<file path="src/sv/assert_macros.svh">
// Assertion macros used by the datapath RTL.
`ifndef ASSERT_MACROS_SVH
`define ASSERT_MACROS_SVH

`ifndef SYNTHESIS

// Property checked at every rising clock edge outside reset.
`define TXBP_ASSERT(lbl, clk, rst_n, prop, msg) \
  lbl: assert property (@(posedge clk) disable iff (!rst_n) (prop)) else $error(msg);

// Condition that must never be true outside reset.
`define TXBP_NEVER(lbl, clk, rst_n, cond, msg) \
  lbl: assert property (@(posedge clk) disable iff (!rst_n) !(cond)) else $error(msg);

`else

`define TXBP_ASSERT(lbl, clk, rst_n, prop, msg)
`define TXBP_NEVER(lbl, clk, rst_n, cond, msg)

`endif

`endif

</file>
<file path="src/sv/txbp_pkg.sv">
// Shared types and constants for the transmit buffer pool manager.
package txbp_pkg;

  localparam int TXBP_SLOT_COUNT      = 4;
  localparam int TXBP_MAX_FRAME_BYTES = 2048;

  localparam int FUNC_W = 3;
  localparam int LEN_W  = 12;
  localparam int SLOT_PORT_W = 2;
  localparam int CNT_W  = 32;

  // Event codes
  localparam logic [FUNC_W-1:0] FN_RESERVE = 3'd0;
  localparam logic [FUNC_W-1:0] FN_PUBLISH = 3'd1;
  localparam logic [FUNC_W-1:0] FN_START   = 3'd2;
  localparam logic [FUNC_W-1:0] FN_DONE    = 3'd3;
  localparam logic [FUNC_W-1:0] FN_FAULT   = 3'd4;

  // Slot states
  localparam logic [1:0] ST_FREE   = 2'd0;
  localparam logic [1:0] ST_READY  = 2'd1;
  localparam logic [1:0] ST_ACTIVE = 2'd2;

  // Latched fault codes
  localparam logic [1:0] FAULT_NONE     = 2'd0;
  localparam logic [1:0] FAULT_SAMPLING = 2'd1;
  localparam logic [1:0] FAULT_TX_DMA   = 2'd2;

  // Controller to datapath commands
  typedef struct packed {
    logic capture;  // latch the accepted input transaction
    logic commit;   // apply the event, load the result register
  } txbp_cmd_t;

endpackage

</file>
<file path="src/sv/tx_buffer_pool_manager.sv">
// Transmit buffer pool manager: top level joining controller and datapath.
//
// Usage:
//   Input channel (in_valid / in_stall) carries one event per transaction:
//   reserve, publish, try start, transmit done or fault, with its operands.
//   Result channel (out_valid / out_stall) returns exactly one transaction
//   per event: reserve and start outcomes plus a snapshot of busy, fault and
//   the three 32-bit wrapping counters after the event.
// Sequence: the accepted input is captured, then executed once the result
//   register is free, which loads the result and raises out_valid.
// Flow: the capture-then-execute sequence in the controller keeps one event
//   in flight at a time. A new input is taken while the previous result
//   still waits.
// Reset (rst_n low, synchronous): all slots free, pointers cleared, no
//   fault latched, counters zero, out_valid low. Stored lengths are not
//   cleared; a slot is only read after it has been published.
// Receiver stall: the result register holds; the next event waits in the
//   execute step and no pool state changes until the result is taken.
module tx_buffer_pool_manager
  import txbp_pkg::*;
#(
  parameter int SLOT_COUNT      = TXBP_SLOT_COUNT,
  parameter int MAX_FRAME_BYTES = TXBP_MAX_FRAME_BYTES
) (
  input  logic                   clk,
  input  logic                   rst_n,
  // input channel
  input  logic                   in_valid,
  output logic                   in_stall,
  input  logic [FUNC_W-1:0]      in_func,
  input  logic                   in_is_data_frame,
  input  logic [SLOT_PORT_W-1:0] in_slot,
  input  logic [LEN_W-1:0]       in_frame_length,
  input  logic                   in_fault_kind,
  // result channel
  output logic                   out_valid,
  input  logic                   out_stall,
  output logic                   out_reserve_ok,
  output logic [SLOT_PORT_W-1:0] out_reserved_slot,
  output logic                   out_start_ok,
  output logic [SLOT_PORT_W-1:0] out_started_slot,
  output logic [LEN_W-1:0]       out_started_length,
  output logic                   out_transmitter_busy,
  output logic [1:0]             out_fault_state,
  output logic [CNT_W-1:0]       out_data_drops,
  output logic [CNT_W-1:0]       out_control_drops,
  output logic [CNT_W-1:0]       out_frames_sent
);

  txbp_cmd_t cmd;

  // Sequencer: accepts a transaction, then commits it once the result
  // register is free or being drained.
  txbp_ctrl u_ctrl (
    .clk       (clk),
    .rst_n     (rst_n),
    .in_valid  (in_valid),
    .in_stall  (in_stall),
    .out_valid (out_valid),
    .out_stall (out_stall),
    .cmd       (cmd)
  );

  // Slot table, scans, counters and the result register.
  txbp_dp #(
    .SLOT_COUNT      (SLOT_COUNT),
    .MAX_FRAME_BYTES (MAX_FRAME_BYTES)
  ) u_dp (
    .clk                  (clk),
    .rst_n                (rst_n),
    .cmd                  (cmd),
    .in_func              (in_func),
    .in_is_data_frame     (in_is_data_frame),
    .in_slot              (in_slot),
    .in_frame_length      (in_frame_length),
    .in_fault_kind        (in_fault_kind),
    .out_reserve_ok       (out_reserve_ok),
    .out_reserved_slot    (out_reserved_slot),
    .out_start_ok         (out_start_ok),
    .out_started_slot     (out_started_slot),
    .out_started_length   (out_started_length),
    .out_transmitter_busy (out_transmitter_busy),
    .out_fault_state      (out_fault_state),
    .out_data_drops       (out_data_drops),
    .out_control_drops    (out_control_drops),
    .out_frames_sent      (out_frames_sent)
  );

endmodule

</file>
<file path="src/sv/txbp_ctrl.sv">
// Sequencing controller: input capture, execute, result handshake.
module txbp_ctrl
  import txbp_pkg::*;
(
  input  logic       clk,
  input  logic       rst_n,
  input  logic       in_valid,
  output logic       in_stall,
  output logic       out_valid,
  input  logic       out_stall,
  output txbp_cmd_t  cmd
);

  typedef enum logic {S_IDLE, S_EXEC} state_t;

  state_t state_r, state_nxt;
  logic   out_valid_r, out_valid_nxt;
  logic   out_free;

  assign in_stall  = (state_r != S_IDLE);
  assign out_valid = out_valid_r;
  // Result register can take a new transaction this cycle
  assign out_free  = !out_valid_r || !out_stall;

  always_comb begin
    state_nxt     = state_r;
    out_valid_nxt = out_valid_r && out_stall;
    cmd           = '0;
    unique case (state_r)
      S_IDLE: begin
        if (in_valid) begin
          cmd.capture = 1'b1;
          state_nxt   = S_EXEC;
        end
      end
      S_EXEC: begin
        if (out_free) begin
          cmd.commit    = 1'b1;
          out_valid_nxt = 1'b1;
          state_nxt     = S_IDLE;
        end
      end
      default: state_nxt = S_IDLE;
    endcase
  end

  always_ff @(posedge clk) begin
    if (!rst_n) begin
      state_r     <= S_IDLE;
      out_valid_r <= 1'b0;
    end else begin
      state_r     <= state_nxt;
      out_valid_r <= out_valid_nxt;
    end
  end

endmodule

</file>
<file path="src/sv/txbp_dp.sv">
// Datapath: slot table, pointers, fault latch, counters and result register.
`include "assert_macros.svh"

module txbp_dp
  import txbp_pkg::*;
#(
  parameter int SLOT_COUNT      = TXBP_SLOT_COUNT,
  parameter int MAX_FRAME_BYTES = TXBP_MAX_FRAME_BYTES
) (
  input  logic                   clk,
  input  logic                   rst_n,
  input  txbp_cmd_t              cmd,
  input  logic [FUNC_W-1:0]      in_func,
  input  logic                   in_is_data_frame,
  input  logic [SLOT_PORT_W-1:0] in_slot,
  input  logic [LEN_W-1:0]       in_frame_length,
  input  logic                   in_fault_kind,
  output logic                   out_reserve_ok,
  output logic [SLOT_PORT_W-1:0] out_reserved_slot,
  output logic                   out_start_ok,
  output logic [SLOT_PORT_W-1:0] out_started_slot,
  output logic [LEN_W-1:0]       out_started_length,
  output logic                   out_transmitter_busy,
  output logic [1:0]             out_fault_state,
  output logic [CNT_W-1:0]       out_data_drops,
  output logic [CNT_W-1:0]       out_control_drops,
  output logic [CNT_W-1:0]       out_frames_sent
);

  localparam int SLOT_W = $clog2(SLOT_COUNT);
  localparam int SUM_W  = SLOT_W + 1;

  // Captured transaction
  logic [FUNC_W-1:0]      func_r;
  logic                   is_data_r;
  logic [SLOT_PORT_W-1:0] slot_r;
  logic [LEN_W-1:0]       len_r;
  logic                   fkind_r;

  // Pool state
  logic [1:0]        status_r [SLOT_COUNT];
  logic [1:0]        status_nxt [SLOT_COUNT];
  logic [LEN_W-1:0]  length_r [SLOT_COUNT];
  logic [SLOT_W-1:0] next_fill_r, next_fill_nxt;
  logic [SLOT_W-1:0] active_slot_r, active_slot_nxt;
  logic              active_valid_r, active_valid_nxt;
  logic              busy_r, busy_nxt;
  logic [1:0]        fault_r, fault_nxt;
  logic [CNT_W-1:0]  data_drop_r, data_drop_nxt;
  logic [CNT_W-1:0]  ctrl_drop_r, ctrl_drop_nxt;
  logic [CNT_W-1:0]  sent_r, sent_nxt;

  // Per-event result register
  logic                   res_ok_r;
  logic [SLOT_PORT_W-1:0] res_slot_r;
  logic                   st_ok_r;
  logic [SLOT_PORT_W-1:0] st_slot_r;
  logic [LEN_W-1:0]       st_len_r;

  logic              res_hit;
  logic [SLOT_W-1:0] res_idx;
  logic              rdy_hit;
  logic [SLOT_W-1:0] rdy_idx;
  logic              start_go;
  logic              pub_ok;
  logic [SLOT_W-1:0] pub_idx;
  logic [LEN_W-1:0]  pub_len;
  logic              do_reserve, do_publish, do_start, do_done, do_fault;

  always_ff @(posedge clk) begin
    if (cmd.capture) begin
      func_r    <= in_func;
      is_data_r <= in_is_data_frame;
      slot_r    <= in_slot;
      len_r     <= in_frame_length;
      fkind_r   <= in_fault_kind;
    end
  end

  // Round-robin free search from next_fill; lowest offset wins
  always_comb begin
    logic [SUM_W-1:0]  sum;
    logic [SLOT_W-1:0] cand;
    res_hit = 1'b0;
    res_idx = '0;
    for (int i = SLOT_COUNT - 1; i >= 0; i--) begin
      sum = {1'b0, next_fill_r} + SUM_W'(i);
      if (sum >= SUM_W'(SLOT_COUNT)) sum = sum - SUM_W'(SLOT_COUNT);
      cand = sum[SLOT_W-1:0];
      if (status_r[cand] == ST_FREE) begin
        res_hit = 1'b1;
        res_idx = cand;
      end
    end
  end

  // Lowest ready slot
  always_comb begin
    rdy_hit = 1'b0;
    rdy_idx = '0;
    for (int i = SLOT_COUNT - 1; i >= 0; i--) begin
      if (status_r[i] == ST_READY) begin
        rdy_hit = 1'b1;
        rdy_idx = SLOT_W'(i);
      end
    end
  end

  assign do_reserve = cmd.commit && (func_r == FN_RESERVE);
  assign do_publish = cmd.commit && (func_r == FN_PUBLISH);
  assign do_start   = cmd.commit && (func_r == FN_START);
  assign do_done    = cmd.commit && (func_r == FN_DONE);
  assign do_fault   = cmd.commit && (func_r == FN_FAULT);

  assign start_go = rdy_hit && (fault_r == FAULT_NONE) && !busy_r;
  assign pub_ok   = (32'(slot_r) < 32'(SLOT_COUNT));
  assign pub_idx  = SLOT_W'(slot_r);
  assign pub_len  = (32'(len_r) > 32'(MAX_FRAME_BYTES)) ? LEN_W'(MAX_FRAME_BYTES) : len_r;

  always_comb begin
    status_nxt       = status_r;
    next_fill_nxt    = next_fill_r;
    active_slot_nxt  = active_slot_r;
    active_valid_nxt = active_valid_r;
    busy_nxt         = busy_r;
    fault_nxt        = fault_r;
    data_drop_nxt    = data_drop_r;
    ctrl_drop_nxt    = ctrl_drop_r;
    sent_nxt         = sent_r;

    if (do_reserve && !res_hit) begin
      if (is_data_r) data_drop_nxt = data_drop_r + CNT_W'(1);
      else           ctrl_drop_nxt = ctrl_drop_r + CNT_W'(1);
    end
    if (do_publish && pub_ok) begin
      status_nxt[pub_idx] = ST_READY;
      next_fill_nxt = (pub_idx == SLOT_W'(SLOT_COUNT - 1)) ? '0 : pub_idx + SLOT_W'(1);
    end
    if (do_start && start_go) begin
      status_nxt[rdy_idx] = ST_ACTIVE;
      busy_nxt            = 1'b1;
      active_slot_nxt     = rdy_idx;
      active_valid_nxt    = 1'b1;
    end
    if (do_done) begin
      if (active_valid_r) status_nxt[active_slot_r] = ST_FREE;
      active_valid_nxt = 1'b0;
      active_slot_nxt  = '0;
      busy_nxt         = 1'b0;
      sent_nxt         = sent_r + CNT_W'(1);
    end
    if (do_fault && (fault_r == FAULT_NONE)) begin
      fault_nxt = fkind_r ? FAULT_TX_DMA : FAULT_SAMPLING;
    end
  end

  always_ff @(posedge clk) begin
    if (!rst_n) begin
      for (int i = 0; i < SLOT_COUNT; i++) status_r[i] <= ST_FREE;
      next_fill_r    <= '0;
      active_slot_r  <= '0;
      active_valid_r <= 1'b0;
      busy_r         <= 1'b0;
      fault_r        <= FAULT_NONE;
      data_drop_r    <= '0;
      ctrl_drop_r    <= '0;
      sent_r         <= '0;
    end else begin
      status_r       <= status_nxt;
      next_fill_r    <= next_fill_nxt;
      active_slot_r  <= active_slot_nxt;
      active_valid_r <= active_valid_nxt;
      busy_r         <= busy_nxt;
      fault_r        <= fault_nxt;
      data_drop_r    <= data_drop_nxt;
      ctrl_drop_r    <= ctrl_drop_nxt;
      sent_r         <= sent_nxt;
    end
  end

  // Length store: no reset, only read for slots that were published
  always_ff @(posedge clk) begin
    if (do_publish && pub_ok) length_r[pub_idx] <= pub_len;
  end

  always_ff @(posedge clk) begin
    if (cmd.commit) begin
      res_ok_r   <= do_reserve && res_hit;
      res_slot_r <= (do_reserve && res_hit) ? SLOT_PORT_W'(res_idx) : '0;
      st_ok_r    <= do_start && start_go;
      st_slot_r  <= (do_start && start_go) ? SLOT_PORT_W'(rdy_idx) : '0;
      st_len_r   <= (do_start && start_go) ? length_r[rdy_idx] : '0;
    end
  end

  // Status fields come straight from state: it only moves on commit
  assign out_reserve_ok       = res_ok_r;
  assign out_reserved_slot    = res_slot_r;
  assign out_start_ok         = st_ok_r;
  assign out_started_slot     = st_slot_r;
  assign out_started_length   = st_len_r;
  assign out_transmitter_busy = busy_r;
  assign out_fault_state      = fault_r;
  assign out_data_drops       = data_drop_r;
  assign out_control_drops    = ctrl_drop_r;
  assign out_frames_sent      = sent_r;

  `TXBP_ASSERT(a_busy_tracks_active, clk, rst_n, busy_r == active_valid_r, "busy and active disagree")
  `TXBP_ASSERT(a_start_sets_busy, clk, rst_n, do_start && start_go |=> busy_r, "start did not set busy")
  `TXBP_ASSERT(a_fault_sticky, clk, rst_n, fault_r != FAULT_NONE |=> $stable(fault_r), "fault code changed")
  `TXBP_NEVER(a_no_commit_on_capture, clk, rst_n, cmd.capture && cmd.commit, "capture and commit overlap")

endmodule
</file>
<file path="config.mk">
export PLATFORM = sky130hd
export DESIGN_NAME = tx_buffer_pool_manager
export DESIGN_NICKNAME = d
export VERILOG_FILES = /design/src/sv/txbp_pkg.sv /design/src/sv/tx_buffer_pool_manager.sv /design/src/sv/txbp_ctrl.sv /design/src/sv/txbp_dp.sv
export VERILOG_INCLUDE_DIRS = /design/src /design/src/sv
export SDC_FILE = /design/constraint.sdc
export NUM_CORES = 1
export LEC_CHECK = 0
export BUFFER_PORTS_ARGS = -buffer_cell sky130_fd_sc_hd__buf_2
export CAP_MARGIN = 10
export CORE_ASPECT_RATIO = 1.5
export CORE_UTILIZATION = 56
export CTS_CLUSTER_DIAMETER = 80
export DETAILED_ROUTE_END_ITERATION = 7
export HOLD_SLACK_MARGIN = 0.02
export PLACE_DENSITY = 0.77
export SYNTH_ARGS = -nofsm -noshare
export SYNTH_HDL_FRONTEND = slang
export SYNTH_SLANG_ARGS = --single-unit
</file>
<file path="constraint.sdc">
create_clock -name clk -period 2.8 [get_ports clk]
set_clock_uncertainty 0.05 [all_clocks]
set_input_delay 0.28 -clock clk [delete_from_list [all_inputs] [get_ports clk]]
set_output_delay 0.28 -clock clk [all_outputs]
set_load 0.03 [all_outputs]
</file>
# Word level (Yosys, flattened, before mapping)
# Memory sizes are Yosys's and may differ from the RTL's. A register that Yosys moved wholly into a read port is not among the register bits.
# Index checks and enable logic that the tools add are counted.
# Widths: inputs -> output; s select.
# classes
bitwise	18
shifts	0
mux	55
addsub	11
reduce_logical	30
mul	0
n_div	0
magnitude_cmp	15
eq_ne	9
# ops
operator	n
$add 32x1->32 const B	3
$mux 2	25
$mux 8	4
$ge 3x3->1 const B	10
$not 2->3	7
$mux 1	17
$bmux 2 s2	4
$logic_and 1x1->1	15
$demux 2 s2	3
$gt 12x12->1 const B	1
$mux 12	1
$logic_not 2->1	5
$lt 3x1->1 const B	3
$and 4x4->4	2
$and 8x8->8	1
$eq 2x1->1 const B	4
$not 4->4	2
$not 8->8	1
$or 4x4->4	2
$sub 2x1->2 const B	4
$add 2x2->3 const B	2
$eq 3x2->1 const B	2
$logic_not 1->1	5
$reduce_and 2->1	2
11 further kinds	13
# totals
memories	1
latch_bits	0
output_inout_bits	119
mem_bits_rw	48
ff_bits	138
rom_bits	0
input_bits	23
word_cells	161
# memory_table
memory	words	width	read_ports	rd_clocked_by_memory_dff	wr	line_no	rtl
u_dp.length_r	4	12	1	1	1	txbp_dp.sv:43	logic [LEN_W-1:0] length_r [SLOT_COUNT];

# Logic depth before layout (Yosys ltp)
# depth
ltp_word	16
mapped_depth	8
ltp_nobuf	6

# Modules after synthesis
# From an unflattened synthesis, not the netlist that was laid out.
# hier_totals
hier_cells	784
hier_area_um2	8306.7
# modules_own_cells
module	area_each_um2	cells_each	seq_area_each_um2	instances
txbp_dp	8227.9	776	4774.6	1
txbp_ctrl	78.8	8	40.0	1

# Worst setup path after synthesis
# OpenSTA, ideal clock, no wires.
# synth_path
kind	register to register
startpoint	register u_ctrl.state_r, in the netlist u_ctrl.in_stall
endpoint	register u_dp.st_len_r[0], in the netlist u_dp.out_started_length[0], read port of u_dp.length_r, data pin
arrival_ns	2.337
path_slack_ns	0.266
setup_ns	0.147
period_less_slack_ns	2.534
path_stages_with_launch	9
required_time_ns	2.603
n_path_buf	3
cell_sequence	dfxtp_1 -> a21bo_2 -> buf_6 -> inv_1 -> and4b_1 -> clkbuf_1 -> o21ai_1 -> clkbuf_1 -> a21oi_1
# synth_between
elab_chain_len	4
# synth_rtl
item	line_no	rtl
from (decl)	txbp_ctrl.sv:16	state_t state_r, state_nxt;
from (signal assigned)	txbp_ctrl.sv:52	state_r <= state_nxt;
$mux 1 *	txbp_ctrl.sv:29	unique case (state_r)
$logic_and 1x1->1	txbp_dp.sv:111	assign do_start = cmd.commit && (func_r == FN_START);
$logic_and 1x1->1	txbp_dp.sv:192	st_len_r <= (do_start && start_go) ? length_r[rdy_idx] : '0;
$logic_not 1->1 (no line)	n/a	
to (decl)	txbp_dp.sv:58	logic [LEN_W-1:0] st_len_r;
# Mark *: on every way between the ends. The rest lies on a longest branch, timed or not.
# A chain may end at the register's enable or synchronous reset.

# Worst setup path in the final report
# layout_path
startpoint	register u_dp.func_r[1]
endpoint	register u_dp.data_drop_r[24], in the netlist u_dp.out_data_drops[24]
# layout_between
elab_chain_len	4
# layout_rtl
item	line_no	rtl
from (decl)	txbp_dp.sv:34	logic [FUNC_W-1:0] func_r;
from (signal assigned)	txbp_dp.sv:72	func_r <= in_func;
$logic_not 3->1	txbp_dp.sv:109	assign do_reserve = cmd.commit && (func_r == FN_RESERVE);
$logic_and 1x1->1	txbp_dp.sv:109	
$logic_and 1x1->1	txbp_dp.sv:131	if (do_reserve && !res_hit) begin
$reduce_and 2->1 (no line)	n/a	
to (signal assigned)	txbp_dp.sv:175	data_drop_r <= data_drop_nxt;
to (decl)	txbp_dp.sv:49	logic [CNT_W-1:0] data_drop_r, data_drop_nxt;
# No other way between the ends.

==> results.tsv <==
metric	value	unit
layout.area.seq	0.00481	mm²
timing.rr.start	u_dp.func_r[1]	
grt_setup_unrepaired	false	
holdCritStartpoint	in_valid	
final_cells	1167	
final_max_slew_viol_count	0	
top_layer	met4	
area_growth_from_synthesis_to_final_layout	20.7	%
final.period_utilization	89.7	%
critical_path_startpoint_category	flop	
synth_area	0.00832	mm²
maximum_number_of_pins_on_one_net_before_global_route_repair	77	
powerDensity	553	mW/mm²
drc_errors	0	
vdd_ir_drop_max	0.336	mV
io-pin-count	142	
clock_latency	0.43	ns
min_period	2.51	ns
die_area	0.0154	mm²
final.setup.worst_slack	0.288	ns
power_frac_clock	40.9	%
timing.final.setup_violations	0	
detailed_place_hpwl	12800	µm
ys_ff_latch	198	
start_util	57.3	%
gr-usage-all-layers	24.6	%
routed_met3_length	991	µm
ys_types	60	
synth-seq-area-share	57.9	%
fillCellCount	1121	
ys_warn_count	0	
timing.critical_path.to	u_dp.out_data_drops[24]	
critical_path_class	reg2reg	
met2_wirelength	9900	µm
clock_tree.buffer_depth	2	
timing.final.hold_violations	0	
synthesis.instances	789	
postRouteAntennaNets	0	
critPathRequiredTime	3.12	ns
multiInputGateArea	0.00327	mm²
antenna_cells_inserted	0	
floorplan.rows	54	
switching_fraction_of_total_power	22.9	%
timing.slew.headroom	62.1	%
crit_path_end_kind	flop	
wl	18400	µm
drt_pre_antenna_iters	5	
regToRegEndpoint	u_dp.out_data_drops[24]	
yosysTopAreaCellShare	30.7	%
antenna_found_initial	0	
preCtsSetupSlack	0.337	ns
die_x	102	µm
synth_flop_cell	sky130_fd_sc_hd__dfxtp_1	
layout.nets	988	
chipHeight	151	µm
cts-htree-levels	4	
max_cap_viol_count	0	
hp-class	in2reg	
synth.avg_cell_area	10.5	µm²
final_core_utilization	69.1	%
flop_pwr_share	55.3	%
syn_nets	819	
standby_leakage_power	3.93	nW
fin_tns_setup	0	ns
worst_r2r_path_depth	6	
cts-root-buf	sky130_fd_sc_hd__clkbuf_16	
vias_in_the_first_global_route	6122	
routed_via_density	5.69	
core-area	0.0145	mm²
cp_max_fo	18	
worst_ep_arrival_time	2.83	ns
achievable-frequency	0.398	GHz
synth_top_area_cell	sky130_fd_sc_hd__edfxtp_1	
worstSetupStartpoint	u_dp.func_r[1]	
numPlacedInstances	1116	
final_layout_size_suffix_gt1_share	21.9	%
detail_route.wirelength.met1	7150	µm
tritoncts	yes	
cts.sink_count	198	
grt_pass1_wl	29100	µm
synth-edff-count	85	
pwr-share-comb	3.8	%
result_of_the_run	complete, no violations	
cts.repair.resized	0	
cts_made_buffers	17	
routed-via-count	6644	
clock_slew_at_the_register_clock_pins_of_the_worst_setup_and_hold_paths	0.07	ns
initialDrtViolationCount	441	
global_route.overflow_total	0	
net-switching-power	0.00127	W
cell_internal_pwr	0.00429	W
gp_congestion	0.875	
worst-r2r-setup-slack	0.29	ns
report.power.total	0.00556	W
synthTopCellsByArea	sky130_fd_sc_hd__edfxtp_1 (31%), sky130_fd_sc_hd__dfxtp_1 (27%), sky130_fd_sc_hd__a21oi_1 (4.0%), sky130_fd_sc_hd__nor2_1 (3.3%), sky130_fd_sc_hd__xor2_1 (3.2%)	
postSynth.asyncResetShare	0	%
wl_per_cell	15.8	µm
worst_pin_slew	0.565	ns
io_buffer_count	141	
==> final cells by class <==
type                            count  area share [%]
Multi-Input combinational cell    535            32.6
Sequential cell                   198            47.9
Timing Repair Buffer              182            10.7
Inverter                           24           0.897
Tap cell                          196            2.44
Clock buffer                       18            4.27
Clock inverter                     14            1.21
==> cells by family (layout without fill, tap and decap cells) <==
logic type,after synthesis,in the layout,share of synthesized area (%)
fa+ha+maj,7,7,1.05
compound gates,153,153,11.1
flops,198,198,57.9
buf+inv,56,238,2.84
simple gates,325,325,21.7
xor+xnor,40,40,4.21
mux,10,10,1.20
==> worst min-delay path by stage <==
| stage | to | cells after the start |
|---|---|---|
| finish | u_ctrl.in_stall | 3 |
| detailed placement | u_dp.len_r[9] | 1 |
| global route | u_ctrl.in_stall | 3 |
| CTS | u_ctrl.in_stall | 3 |
| global placement | u_dp.out_frames_sent[31] | 2 |
| floorplan | u_dp.fkind_r | 0 |
==> repair_timing <==
| item | CTS | global route |
|---|---|---|
| setup endpoints to repair | 0 | 0 |
| endpoints found under the hold margin | 19 | 0 |
| hold buffers | 19 | 0 |
| setup buffers | 0 | 0 |
==> cells in the final DEF (no fill, tap or decap), types with 27 or more instances in the layout <==
cell	Yosys	layout
sky130_fd_sc_hd__or3_1	27	27
sky130_fd_sc_hd__buf_2	3	141
sky130_fd_sc_hd__o21ai_0	39	39
sky130_fd_sc_hd__a21oi_1	66	66
sky130_fd_sc_hd__nand3_1	31	31
sky130_fd_sc_hd__nand2_1	58	58
sky130_fd_sc_hd__nor2_1	74	74
sky130_fd_sc_hd__dfxtp_1	113	113
sky130_fd_sc_hd__edfxtp_1	85	85
sky130_fd_sc_hd__xor2_1	30	30
sky130_fd_sc_hd__nand4_1	31	31
==> metal layers <==
layer	up-vias	GRT usage, %
li1	3245	-
met1	3178	27.6
met2	189	44.6
met3	32	5.77
met4	0	9.49
met5	-	0
==> synth_stat cells, drive strengths merged, types with 2 or more instances <==
cell type and number:
nor2 74, nand3 32, xnor2 10, o31ai 18, nand4 34, and2 6
mux2i 10, or3 31, a21oi 66, a222oi 12, a21bo 2, buf 6
xor2 30, nand3b 4, nor2b 15, or4 16, nand2 58, o21ai 40
o22ai 2, and4b 2, nor3 11, nand2b 11, dfxtp 113, nor4 3
nor4b 2, and4 9, or2 2, edfxtp 85, a22oi 2, inv 24
clkbuf 26, ha 7, and3 11, a211oi 2
==> power groups by stage <==
stage	logic [W]	registers, W	clock network [W]
2_1_floorplan	0.0000868	0.00317	0
3_3_place_gp	0.000190	0.00314	0
3_5_place_dp	0.000192	0.00314	0
4_1_cts	0.000214	0.00308	0.00230
5_1_grt	0.000231	0.00308	0.00241
6_report	0.000213	0.00307	0.00227
==> through the flow <==
| stage | cell area (µm²) | hold slack [ns] |
|---|---|---|
| 6_report | 10000 | 0.0576 |
| 5_1_grt | 10000 | 0.0563 |
| 4_1_cts | 10000 | 0.0463 |
| 3_5_place_dp | 9300 | 0.408 |
| 3_3_place_gp | 9300 | 0.407 |
| 2_1_floorplan | 8320 | 0.329 |
==> critical path: stages, from the launching register on <==
cell and delay (ns):
sky130_fd_sc_hd__edfxtp_1 0.46, sky130_fd_sc_hd__or2_2 0.38, sky130_fd_sc_hd__nor4_4 0.23, sky130_fd_sc_hd__buf_4 0.23
sky130_fd_sc_hd__nand4_2 0.34, sky130_fd_sc_hd__or4_1 0.60, sky130_fd_sc_hd__a21oi_1 0.15
==> sequential cells by signal (all words and copies together) (netlist names), 2 cells and up <==
register                 count
u_dp.length_r               48
u_dp.out_control_drops      32
u_dp.out_data_drops         32
u_dp.out_frames_sent        32
u_dp.len_r                  12
u_dp.out_started_length     12
u_dp.status_r                8
u_dp.func_r                  3
u_dp.active_slot_r           2
u_dp.next_fill_r             2
u_dp.out_fault_state         2
u_dp.out_reserved_slot       2
u_dp.out_started_slot        2
u_dp.pub_idx                 2
Power figures use the tool's default switching activity.
